--- config.mk ---
export PLATFORM = sky130hd
export DESIGN_NAME = hne_div
export DESIGN_NICKNAME = d
export VERILOG_FILES = /design/src/rtl/hne_div.sv
export SDC_FILE = /design/constraint.sdc
export NUM_CORES = 1
export LEC_CHECK = 0
export BUFFER_PORTS_ARGS = -buffer_cell sky130_fd_sc_hd__buf_2
export CELL_PAD_IN_SITES_DETAIL_PLACEMENT = 1
export CELL_PAD_IN_SITES_GLOBAL_PLACEMENT = 2
export CORE_MARGIN = 2
export CORE_UTILIZATION = 38
export DETAILED_ROUTE_END_ITERATION = 8
export HOLD_SLACK_MARGIN = 0.12
export PLACE_DENSITY = 0.92
export SLEW_MARGIN = 15
export SYNTH_ARGS = -nofsm -noshare
export SYNTH_HDL_FRONTEND = slang
export SYNTH_SLANG_ARGS = --single-unit
--- constraint.sdc ---
create_clock -name clk -period 10.2 [get_ports clk]
set_input_delay 1.02 -clock clk [delete_from_list [all_inputs] [get_ports clk]]
set_output_delay 1.02 -clock clk [all_outputs]
set_load 0.02 [all_outputs]
--- src/rtl/hne_div.sv ---
`timescale 1ns / 1ps
`default_nettype none
// ----------------------------------------------------------------------------
// hne_div
// Component encoder: floor(65535 * num / (2 * len)) by restoring division,
// one quotient bit per cycle.
// ----------------------------------------------------------------------------
module hne_div (
  input  wire logic        clk,
  input  wire logic        rst,
  input  wire logic        start,
  input  wire logic [32:0] num,
  input  wire logic [31:0] len,
  output logic             done,
  output logic      [15:0] quot
);

  logic        busy;
  logic [3:0]  cnt;
  logic [48:0] rem;
  logic [48:0] dsh;

  // Since num never exceeds 2*len, the quotient fits in 16 bits.
  always_ff @(posedge clk) begin
    if (rst) begin
      busy <= 1'b0;
      done <= 1'b0;
    end else begin
      done <= 1'b0;
      if (start) begin
        busy <= 1'b1;
        cnt  <= 4'd15;
        rem  <= {num, 16'd0} - {16'd0, num};
        dsh  <= {1'b0, len, 16'd0};
        quot <= '0;
      end else if (busy) begin
        if (rem >= dsh) begin
          rem  <= rem - dsh;
          quot <= {quot[14:0], 1'b1};
        end else begin
          quot <= {quot[14:0], 1'b0};
        end
        dsh <= dsh >> 1;
        cnt <= cnt - 4'd1;
        if (cnt == 4'd0) begin
          busy <= 1'b0;
          done <= 1'b1;
        end
      end
    end
  end

endmodule
`default_nettype wire

==> implementation parameters <==
Parameter                              Value

Timing
  Achievable frequency ... 232.1 MHz
  Final-report setup violation count ... 0
  Shortest period the worst path allows ... 4308 ps
  Total Negative Setup Slacks ... 0 ps
  Fin Clk Skew ... 13.75 ps
  Worst-case headroom to the max-slew limit ... 34.49%
  Final count of hold timing violations ... 0
  Share of the clock period used by the worst path after layout ... 42.23%
  Slew at the pin closest to its max-slew limit ... 982.7 ps
  Number of max-slew violations in the final report ... 0
  Setup repair after global routing missed its margin ... no

Global route
  Overflow after GRT ... 0
  Largest net degree at the start of global routing ... 79
  Overall track demand over capacity in global routing ... 21.99%
  Number of global-route vias before repair ... 8162
  Initial antenna violation count ... 2
  Wire length of the first global-routing pass ... 44.23 mm

Yosys
  Count of synthesis-stage warnings from yosys ... 0
  Post-synth EDFFs ... 117
  Number of cells produced by synthesis ... 1044
  Biggest area contributors in the synthesized netlist ... edfxtp_1 (38%), ha_1 (9.2%), o21ai_0 (5.5%), xnor2_1 (5.3%), a21oi_1 (5.3%)
  Number of nets in the synthesized netlist ... 1180
  Synth async-reset ratio ... 0%
  Share of the yosys chip area belonging to registers ... 38.89%
  Post-synth top flop ... edfxtp_1
  Unique masters post-synth ... 67
  Area share of the leading cell type in the synthesized netlist ... 38.45%
  Cell area after synthesis ... 9138 um2
  Post-synthesis register bit count ... 119
  Largest area contributor in the synthesized netlist ... edfxtp_1
  Synthesized area per cell ... 8.752 um2

Die
  Site row count ... 56
  Area of the placeable core ... 23540 um2
  Die footprint ... 25300 um2
  Initial standard-cell utilization of the core ... 38.81%
  Horizontal die dimension ... 159.1 um
  Floorplan die height ... 159.1 um
  Count of pins on the block boundary ... 85

Clocking
  Hold_buf cts ... 0
  Clock latency reported for the late side of the worst-skew pair ... 440 ps
  Largest buffer count on any clock path ... 2
  TritonCTS buffer count ... 17
  CTS Root Cell ... clkbuf_16
  H-tree Lvls ... 4
  Worst-path clk slew ... 60 ps
  Number of gates given a new drive strength after cts ... 0
  Number of post-CTS setup repair buffers ... 0
  TritonCTS clock tree ... done
  Number of clock sinks ... 119

Finish
  Summed area of non-filler cells in the final layout ... 10430 um2
  Final core utilization ... 44.31%
  Synthesis-to-finish area growth ... 14.17%
  Leading cell type in the layout, fill and taps excluded ... nand2_1
  Layout cell share with drive strength beyond 1 ... 12.49%
  Post-layout nets ... 1244
  Fill cells ... 2813
  Most frequent cells in the layout ... nand2_1 (119), edfxtp_1 (117), o21ai_0 (100)

Route
  Number of iterations in the first detailed-routing pass ... 5
  WL met1 ... 12.91 mm
  Routed WL ... 27.12 mm
  Highest signal layer in the routed design ... met4
  Routed len/inst ... 18.81 um
  Via Count ... 7932
  Mean number of vias per cell ... 5.501
  Count of unresolved DRC violations after routing ... 0
  Detailed router's first-iteration violation count ... 528
  WL met3 ... 1.195 mm
  Post-DRT Antenna Nets ... 0
  Total met2 wirelength after detailed routing ... 12.34 mm

Placed design
  I/O Buffers ... 84
  RePlAce Congestion ... 0.8830
  Placed Area ... 9846 um2
  HPWL after detailed placement ... 20.60 mm

Worst setup path
  Data required time at the worst endpoint ... 10320 ps
  Worst endpoint data arrival time ... 4430 ps
  Worst setup SP type ... register
  Worst-path maximum fanout ... 37
  Critical Path End Type ... register
  Class of the most critical setup path ... register to register

Pwr
  Leak Pwr ... 4.325 nW
  Total power draw ... 1.749 mW
  Worst ir drop on vdd ... 0.09682 mV
  Power per cell area ... 167.6 nW/um2

Run status
  Outcome ... completed

Worst hold path
  Worst min path class ... register to register

Run
  Max-cap viol count ... 0
==> layout make-up <==
class,count,area (um2),area share [%]
Inverter,90,337.8,3.238
Antenna cell,2,5.005,0.04797
Timing Repair Buffer,88,452.9,4.342
Tap cell,319,399.1,3.826
Clock buffer,17,425.4,4.078
Multi-Input combinational cell,792,5102,48.91
Clock inverter,15,156.4,1.499
Sequential cell,119,3553,34.06
==> power breakdown <==
part	total, mW	internal [mW]	switching (mW)
logic	0.524	0.197	0.326
registers	0.613	0.598	0.0151
clock network	0.612	0.345	0.267
==> logic make-up after synthesis <==
logic type | count (synthesis) | share of synthesized area, %
buffers and inverters | 133 | 5.477
xor gates and xnor gates | 81 | 7.764
DFF | 119 | 38.89
and+or+nand+nor | 327 | 17.40
muxes | 5 | 0.5751
adders and majority gates | 68 | 9.393
AOI/OAI and AO/OA | 311 | 20.50
==> through the flow <==
step / setup WS (ps) / cells / hold slack, ps
detailed placement: 5871 / 1408 / 474.1
global route: 5588 / 1442 / 503.5
CTS: 5852 / 1440 / 490.1
global placement: 6023 / 1408 / 445.7
floorplan: 2440 / 1044 / 429.2
finish: 5892 / 1442 / 484.7
==> cell usage after synthesis, drive strengths merged (10+ instances only) <==
master,n
nand2,119
edfxtp,117
o21ai,105
a21oi,97
inv,90
nor2,69
ha,67
xnor2,55
clkbuf,38
a21o,35
nand3,26
xor2,26
nor2b,24
nand4,14
nor3,13
nand2b,11
a31oi,10
==> sequential cells by signal (all words and copies together), names as in the netlist <==
name and flops:
quot 16, busy 1, rem 49, cnt 4, dsh 48, done 1
==> path summary, 6_finish.rpt <==
kind | start | endpoint | slack (ps) | cells past startpoint
hold / removal | busy | done | 480 | 2
hold reg to reg | busy | done | 480 | 2
setup reg to reg | dsh[1] | rem[1] | 5890 | 13
setup / recovery | dsh[1] | rem[1] | 5890 | 13
==> metal layers <==
layer	vias to the layer above	global-route usage (%)
li1	3877	-
met1	3829	30.28
met2	189	34.64
met3	37	3.360
met4	0	9.091
met5	-	0
==> critical path: stages, from the launching register on <==
cell and delay, ps:
edfxtp_1 410, inv_1 100, ha_1 230, nor2b_1 130
o21a_1 170, o21ai_0 290, a31oi_1 180, o31ai_1 540
nand3_1 160, a31oi_1 370, o21ai_0 260, a211oi_1 530
a21oi_4 230, buf_4 360
No activity file was read; power rests on OpenSTA's default activity.
