--- src/rtl/hne_isqrt.sv ---
`timescale 1ns / 1ps
`default_nettype none
// ----------------------------------------------------------------------------
// hne_isqrt
// Iterative integer square root of a 64-bit value, one result bit per cycle.
// ----------------------------------------------------------------------------
module hne_isqrt (
  input  wire logic        clk,
  input  wire logic        rst,
  input  wire logic        start,
  input  wire logic [63:0] radicand,
  output logic             done,
  output logic      [31:0] root
);

  logic        busy;
  logic [63:0] rem;
  logic [63:0] acc;
  logic [63:0] bitv;
  logic [63:0] trial;

  assign trial = acc + bitv;
  assign root  = acc[31:0];

  // One restoring step per cycle.
  always_ff @(posedge clk) begin
    if (rst) begin
      busy <= 1'b0;
      done <= 1'b0;
    end else begin
      done <= 1'b0;
      if (start) begin
        busy <= 1'b1;
        rem  <= radicand;
        acc  <= '0;
        bitv <= 64'd1 << 62;
      end else if (busy) begin
        if (rem >= trial) begin
          rem <= rem - trial;
          acc <= (acc >> 1) + bitv;
        end else begin
          acc <= acc >> 1;
        end
        bitv <= bitv >> 2;
        if (bitv == 64'd1) begin
          busy <= 1'b0;
          done <= 1'b1;
        end
      end
    end
  end

endmodule
`default_nettype wire

--- config.mk ---
export PLATFORM = sky130hd
export DESIGN_NAME = hne_isqrt
export DESIGN_NICKNAME = d
export VERILOG_FILES = /design/src/rtl/hne_isqrt.sv
export SDC_FILE = /design/constraint.sdc
export NUM_CORES = 1
export LEC_CHECK = 0
export BUFFER_PORTS_ARGS = -buffer_cell sky130_fd_sc_hd__buf_2
export CORE_MARGIN = 1.5
export CORE_UTILIZATION = 55
export CTS_BUF_LIST = sky130_fd_sc_hd__clkbuf_8
export DETAILED_ROUTE_END_ITERATION = 16
export PLACE_DENSITY = 0.77
export SLEW_MARGIN = 5
export SYNTH_ARGS = -nofsm -noshare
export SYNTH_HDL_FRONTEND = slang
export SYNTH_SLANG_ARGS = --single-unit
--- constraint.sdc ---
create_clock -name clk -period 17.16 [get_ports clk]
set_clock_uncertainty 0.15 [all_clocks]
set_input_delay 3.432 -clock clk [delete_from_list [all_inputs] [get_ports clk]]
set_output_delay 3.432 -clock clk [all_outputs]
set_load 0.01 [all_outputs]
==> impl_results.md, run 1 <==
- Post-Route WL: 40600 µm
- Max_cap viols: 0
- CTS resizes: 0
- CP max FO: 51
- Least-Margin Pin Slew: 1000 ps
- Gpl congestion: 1.02
- Cell Int Power: 955 µW
- Share of cells above drive strength 1: 0.110
- Largest net degree at the start of global routing: between 100 and 150
- Die width: 168 µm
- First-pass GRT wire length: 65100 µm
- ANT cells: 0
- Skew-Pair Late Insertion Delay: 490 ps
- TritonCTS clock tree: yes
- Initial antenna violation count: 0
- Critical path class: flip-flop to flip-flop
- Critical Path Most Common Cell: a21oi_1
- Fraction of registers with async set/reset: 0
- Clock share of power: 0.166
- Place WS: 9820 ps
- Most common cell in the netlist: nand2_1
- GR Util All Layers: 0.287
- Crit-path max cell delay: 700 ps
- Max Freq: 134 MHz
- # hold bufs at CTS: 0
- Ys flop type: edfxtp_1
- Sequential power share: 0.329
- Unrepaired setup endpoints after global routing: false
- Top post-synthesis cells by area: edfxtp_1 (32%), ha_1 (11%), o21ai_0 (5.3%)
- Clock-pin slew on the worst setup and hold paths: 120 ps
- Status: finished clean
- Crit path launch: acc[2]
- LEAKAGE: 0.00606 µW
- Worst setup SP type: flip-flop
- Setup bufs post-CTS: 0
- Data arrival, critical path: about 7500 ps
- Total negative setup slack: 0 ps
- Netlist Area Pre-Place: 15000 µm²
- H-tree depth: 4
- Critical path's slowest cell: nor2_2
- DR WL/cell: 19.2 µm
- Dpl hpwl: roughly 31000 µm
- Crit-path cells: ha_1, a31o_2, a31oi_1, o21ai_0, a21oi_1, o2111ai_1, nand2_1, nor3_1, a21o_1, a31o_2, a31oi_1, xor2_1, ha_1, a21oi_1, o21bai_1, a21oi_1, o21ai_0, a21oi_1, o32ai_1, buf_4, nor2_2, inv_2, o21ai_0, mux2_2
- Most frequent cells after synthesis: nand2_1 (181), edfxtp_1 (160), o21ai_0 (159)
- I/O Pins: 100
- Vias in the first global route: 12400
- # fillers: 2398
- Placed insts: roughly 2100
- Post-route cell area: 15900 µm²
- #FFs+latches synth: 162
- Post-synthesis instance total: 1735
- Final Hold Viols: 0
- CTS buffer count: 17
- Net Count, Synth: 1933
- Antenna Nets Post-Route: 0
- WP data required: 17260 ps
- Period utilization: 0.434
- Hold WC Path Type: flip-flop to flip-flop
- Nets@finish: around 2000
- Synth top area share: 0.320
- Avg Inst Size Synth: 8.67 µm²
- Initial DRT Pass Iterations: 6
- Sw Share: 0.443
- HP Start: busy
- Drt initial violations: around 1400
- DR vias: 13400
- Post-synth EDFFs: 160
- Hold slack: 366 ps
- Worst reg2reg startpoint: acc[2]
- Tmin final: 7440 ps
- Core ar.: 26900 µm²
- Endpoints failing setup: 0
- Max-slew violations: 0
- Switch Pwr: 758 µW
- # rows: 60
- Root Driver: clkbuf_8
- Die area: 28300 µm²
- CP Capture Type: flip-flop
- Synth unique cells: 81
- DR vias/cell: 6.34
- Post-route non-filler standard cell count: 2111
- Slew HR: 0.333
- Synth warn: 0
- Comb pwr share: 0.505
- Largest area contributor in the netlist: edfxtp_1
- Synthesis-to-layout area growth: 5.68%
- Initial Util: 0.559
- DRC viols: 0
- Worst vdd rail ir drop: 56.2 µV
- Global route overflow: 0
- Input/output buffers: 99
- Setup ws final: 9720 ps
- Die height: between 150 and 200 µm
- Area post-placement: 15500 µm²
- Clock net sink count: 162
- Max clock buf depth: 2
- Power per Cell Area: 108 nW/µm²
- Register area share after synthesis: 0.322
-- routing by layer --
metal,GRT usage,vias up,wire (µm)
li1,-,6462,-
met1,0.427,6287,19200
met2,0.430,557,17400
met3,0.0444,77,3040
met4,0.0815,0,991
met5,0,-,0
-- cells in the final DEF, fill, tap and decap left out, types with 7 or more instances in the layout --
cell type	instances
a211oi_1	25
a21o_1	45
a21oi_1	119
a31o_2	17
a31oi_1	65
and2_1	15
and3_1	13
buf_2	98
clkbuf_8	17
edfxtp_1	160
ha_1	130
inv_1	38
nand2_1	181
nand2b_1	9
nand3_1	34
nand4_1	36
nor2_1	145
nor2b_1	53
nor3_1	29
nor4_1	14
o211ai_1	7
o21a_1	10
o21ai_0	159
o21bai_1	31
o31ai_1	10
or3_1	11
xnor2_1	87
xor2_1	82
-- power groups by stage --
stage,Sequential (µW),Clock (µW),Combinational [µW]
CTS,561,288,852
detailed placement,568,0,849
finish,564,285,864
global route,568,301,956
floorplan,548,0,677
global placement,568,0,831
-- cell families (layout without fill, tap and decap cells) --
group / after synthesis / after routing / share of synthesized area
flip-flops: 162 / 162 / 0.322
multiplexers: 9 / 9 / 0.00632
AO/OA/AOI/OAI: 559 / 559 / 0.240
XOR/XNOR: 169 / 169 / 0.0985
adder cells (fa/ha/maj): 131 / 131 / 0.110
buffers and inverters: 140 / 175 / 0.0443
AND/OR/NAND/NOR: 565 / 565 / 0.180
-- metrics by stage --
step / utilization / total power (µW)
after floorplan: - / 1230
after global placement: 0.577 / 1400
after detailed placement: 0.577 / 1420
after CTS: 0.591 / 1700
after global routing: 0.591 / 1820
final: 0.591 / 1710
-- flip-flops by register name, summed over array words and instances, names as in the netlist --
register / count
acc: 64
bitv: 32
busy: 1
rem: 64
done: 1
-- final timing paths --
| path | endpoint | slack [ps] | depth (start not counted) |
|---|---|---|---|
| max | acc[55] | 9720 | 24 |
| min | done | 370 | 1 |
| max reg2reg | acc[55] | 9720 | 24 |
| min reg2reg | done | 370 | 1 |
-- critical path: cells and delay by family, from the launching register on --
family          cells  cell delay, ps
compound gates     15            3340
mux                 1             350
buf+inv             2             830
flops               1             490
simple gates        3            1120
fa+ha+maj           2             730
xor+xnor            1             170
-- layout make-up --
class	instances	area, µm²	area share
Timing Repair Buffer	105	547	0.0344
Clock inverter	15	148	0.00929
Inverter	38	143	0.00898
Tap cell	341	427	0.0269
Sequential cell	162	4840	0.305
Clock buffer	17	234	0.0147
Multi-Input combinational cell	1433	9550	0.601
(Power assumes the default switching activity.)
==> run 2, diff against run 1 <==
==> constraint.sdc (replaced) <==
create_clock -name clk -period 7.2 [get_ports clk]
set_clock_uncertainty 0.15 [all_clocks]
set_input_delay 1.44 -clock clk [delete_from_list [all_inputs] [get_ports clk]]
set_output_delay 1.44 -clock clk [all_outputs]
set_load 0.01 [all_outputs]
==> run 2 against run 1 <==
  * Clock power is 150% higher
  * Via count barely moved
  * Global-route usage increased by 0.76 points
  * Setup slack got worse by 9100 ps
  * Non-clock buffer count up 2
  * Sequential share of layout area is 0.45 points lower
  * Hold slack got worse by 6.1 ps
  * Die area unchanged
  * Power increased by 140%
  * Flip-flop and latch count unchanged
  * Core utilization is 0.89 points higher
  * Final cell count about the same
  * Critical endpoint is now rem[60]
==> impl_results.md, run 2 (synthesis gave the netlist of run 1 again) <==
- Commonest non-fill, non-tap cell in the layout: nand2_1
- Crit-path cells: ha_1, a31oi_1, o21ai_0, a32oi_1, nor2b_1, a21boi_4, o21bai_1, a21oi_1, o21ai_2, a21oi_1, nor2b_1, xnor2_1, ha_1, nand2_1, nor2_1, nand2_1, nor2_2, a21oi_1, o32ai_2, nor2_2, buf_4, a21boi_4, buf_4
- H-tree depth: 4
- Met3 Resource Use GR: 0.0341
- CTS buffer count: 17
- Power per Cell Area: approximately 260 nW/µm²
- First-pass GRT wire length: 66400 µm
- Skew-Pair Late Insertion Delay: about 480 ps
- Setup bufs post-CTS: 0
- Worst vdd rail ir drop: between 100 and 150 µV
- CTS resizes: 0
- Placed insts: 2081
- Die area: 28300 µm²
- Least-Margin Pin Slew: 996 ps
- I/O Pins: 100
- Share of cells above drive strength 1: 0.128
- Hold Path Depth: 1
- DR vias: 13400
- Post-route non-filler standard cell count: 2112
- Critical path's slowest cell: o32ai_2
- Met2 Use GR: 0.443
- # hold bufs at CTS: 0
- Critical path class: flip-flop to flip-flop
- GR Util All Layers: 0.295
- Drt initial violations: 1540
- Reg-to-reg critical path endpoint: rem[60]
- Worst setup SP type: flip-flop
- Gpl congestion: 0.985
- Max clock buf depth: 2
- Largest regs: acc: 64 flops, rem: 64 flops, bitv: 32 flops
- Pwr Total: 4150 µW
- Global route overflow: 0
- Worst Hold End: done
- Unrepaired setup endpoints after global routing: false
- Initial antenna violation count: 0
- Die width: 168 µm
- DR WL/cell: 19.6 µm
- ANT cells: 0
- Crit-path max cell delay: 860 ps
- DR vias/cell: 6.33
- Root Driver: clkbuf_8
- Nets@finish: between 1500 and 2000
- Commonest cells after routing, fill and taps aside: nand2_1 (178), edfxtp_1 (160), o21ai_0 (153)
- Final Hold Viols: 0
- WP data required: 7160 ps
- Initial DRT Pass Iterations: 5
- DRC viols: 0
- Largest net degree at the start of global routing: 78
- HP Start: busy
- # rows: 60
- Input/output buffers: 99
- Tmin final: 6550 ps
- Initial Util: 0.559
- Slew HR: 0.336
- Post-Route WL: about 41000 µm
- TritonCTS clock tree: yes
- CP Capture Type: flip-flop
- Area of the multi-input gates: ~10000 µm²
- Status: finished clean
- Die height: roughly 170 µm
- Data arrival, critical path: between 6000 and 7000 ps
- Worst R2R Setup Slack: 650 ps
- Hold WC Path Type: flip-flop to flip-flop
- Reg2Reg Depth: 23
- Vias in the first global route: 12500
- Worst reg2reg startpoint: acc[20]
- Antenna Nets Post-Route: 0
- Period utilization: 0.909
- CP max FO: 38
- Synthesis-to-layout area growth: 7.27%
- Clock net sink count: around 160
- Met1 GRT Util: 0.449
- # fillers: 2417
- Critical Path Most Common Cell: a21oi_1
- Reg area: between 4000 and 5000 µm²
- Endpoints failing setup: 0
- LEAKAGE: between 0.006 and 0.007 µW
- Top Usage Layer GRT: met1
- Clock-pin slew on the worst setup and hold paths: 100 ps
- Core ar.: 26900 µm²
- Max_cap viols: 0
- Max-slew violations: 0
- Dpl hpwl: about 32000 µm
- Max Freq: 153 MHz
run 2: worst max-delay path by stage:
stage	startpoint	to	slack [ps]
5_1_grt	acc[20]	rem[61]	230
2_1_floorplan	acc[2]	rem[0]	-2130
4_1_cts	acc[20]	rem[63]	720
3_5_place_dp	acc[20]	rem[60]	800
6_report	acc[20]	rem[60]	650
3_3_place_gp	acc[20]	rem[63]	1050
run 2: critical path: cells and delay by family, from the launching register on:
kind	cells	cell delay [ps]
DFF	1	520
and+or+nand+nor	7	930
buffers and inverters	2	780
adders and majority gates	2	620
xor gates and xnor gates	1	130
AOI/OAI and AO/OA	11	2990
run 2: area by class of cell:
cell class / count / share of cell area
flip-flops and latches: 162 / 0.300
clock buffers: 17 / 0.0145
clock inverters: 14 / 0.0101
well taps: 341 / 0.0265
inverters: 38 / 0.00884
repair buffers: 107 / 0.0348
multi-input cells: 1433 / 0.605
run 2: layer usage:
metal	vias up	wire length (µm)
li1	6463	-
met2	537	17600
met3	53	2990
met4	0	836
met5	-	0
met1	6326	20000
run 2: stage by stage:
step | hold WS, ps | setup TNS, ps | area (µm²) | util | setup WS, ps
after floorplan | 314 | -136500 | 15300 | - | -2130
after global placement | 326 | 0 | 15700 | 0.585 | 1050
after detailed placement | 336 | 0 | 15700 | 0.585 | 805
after CTS | 361 | 0 | 16100 | 0.600 | 725
after global routing | 373 | 0 | 16100 | 0.600 | 227
final | 359 | 0 | 16100 | 0.600 | 654
run 2: power by group:
part           switching, µW  internal (µW)
combinational           1280            822
sequential               131           1210
clock                    418            292
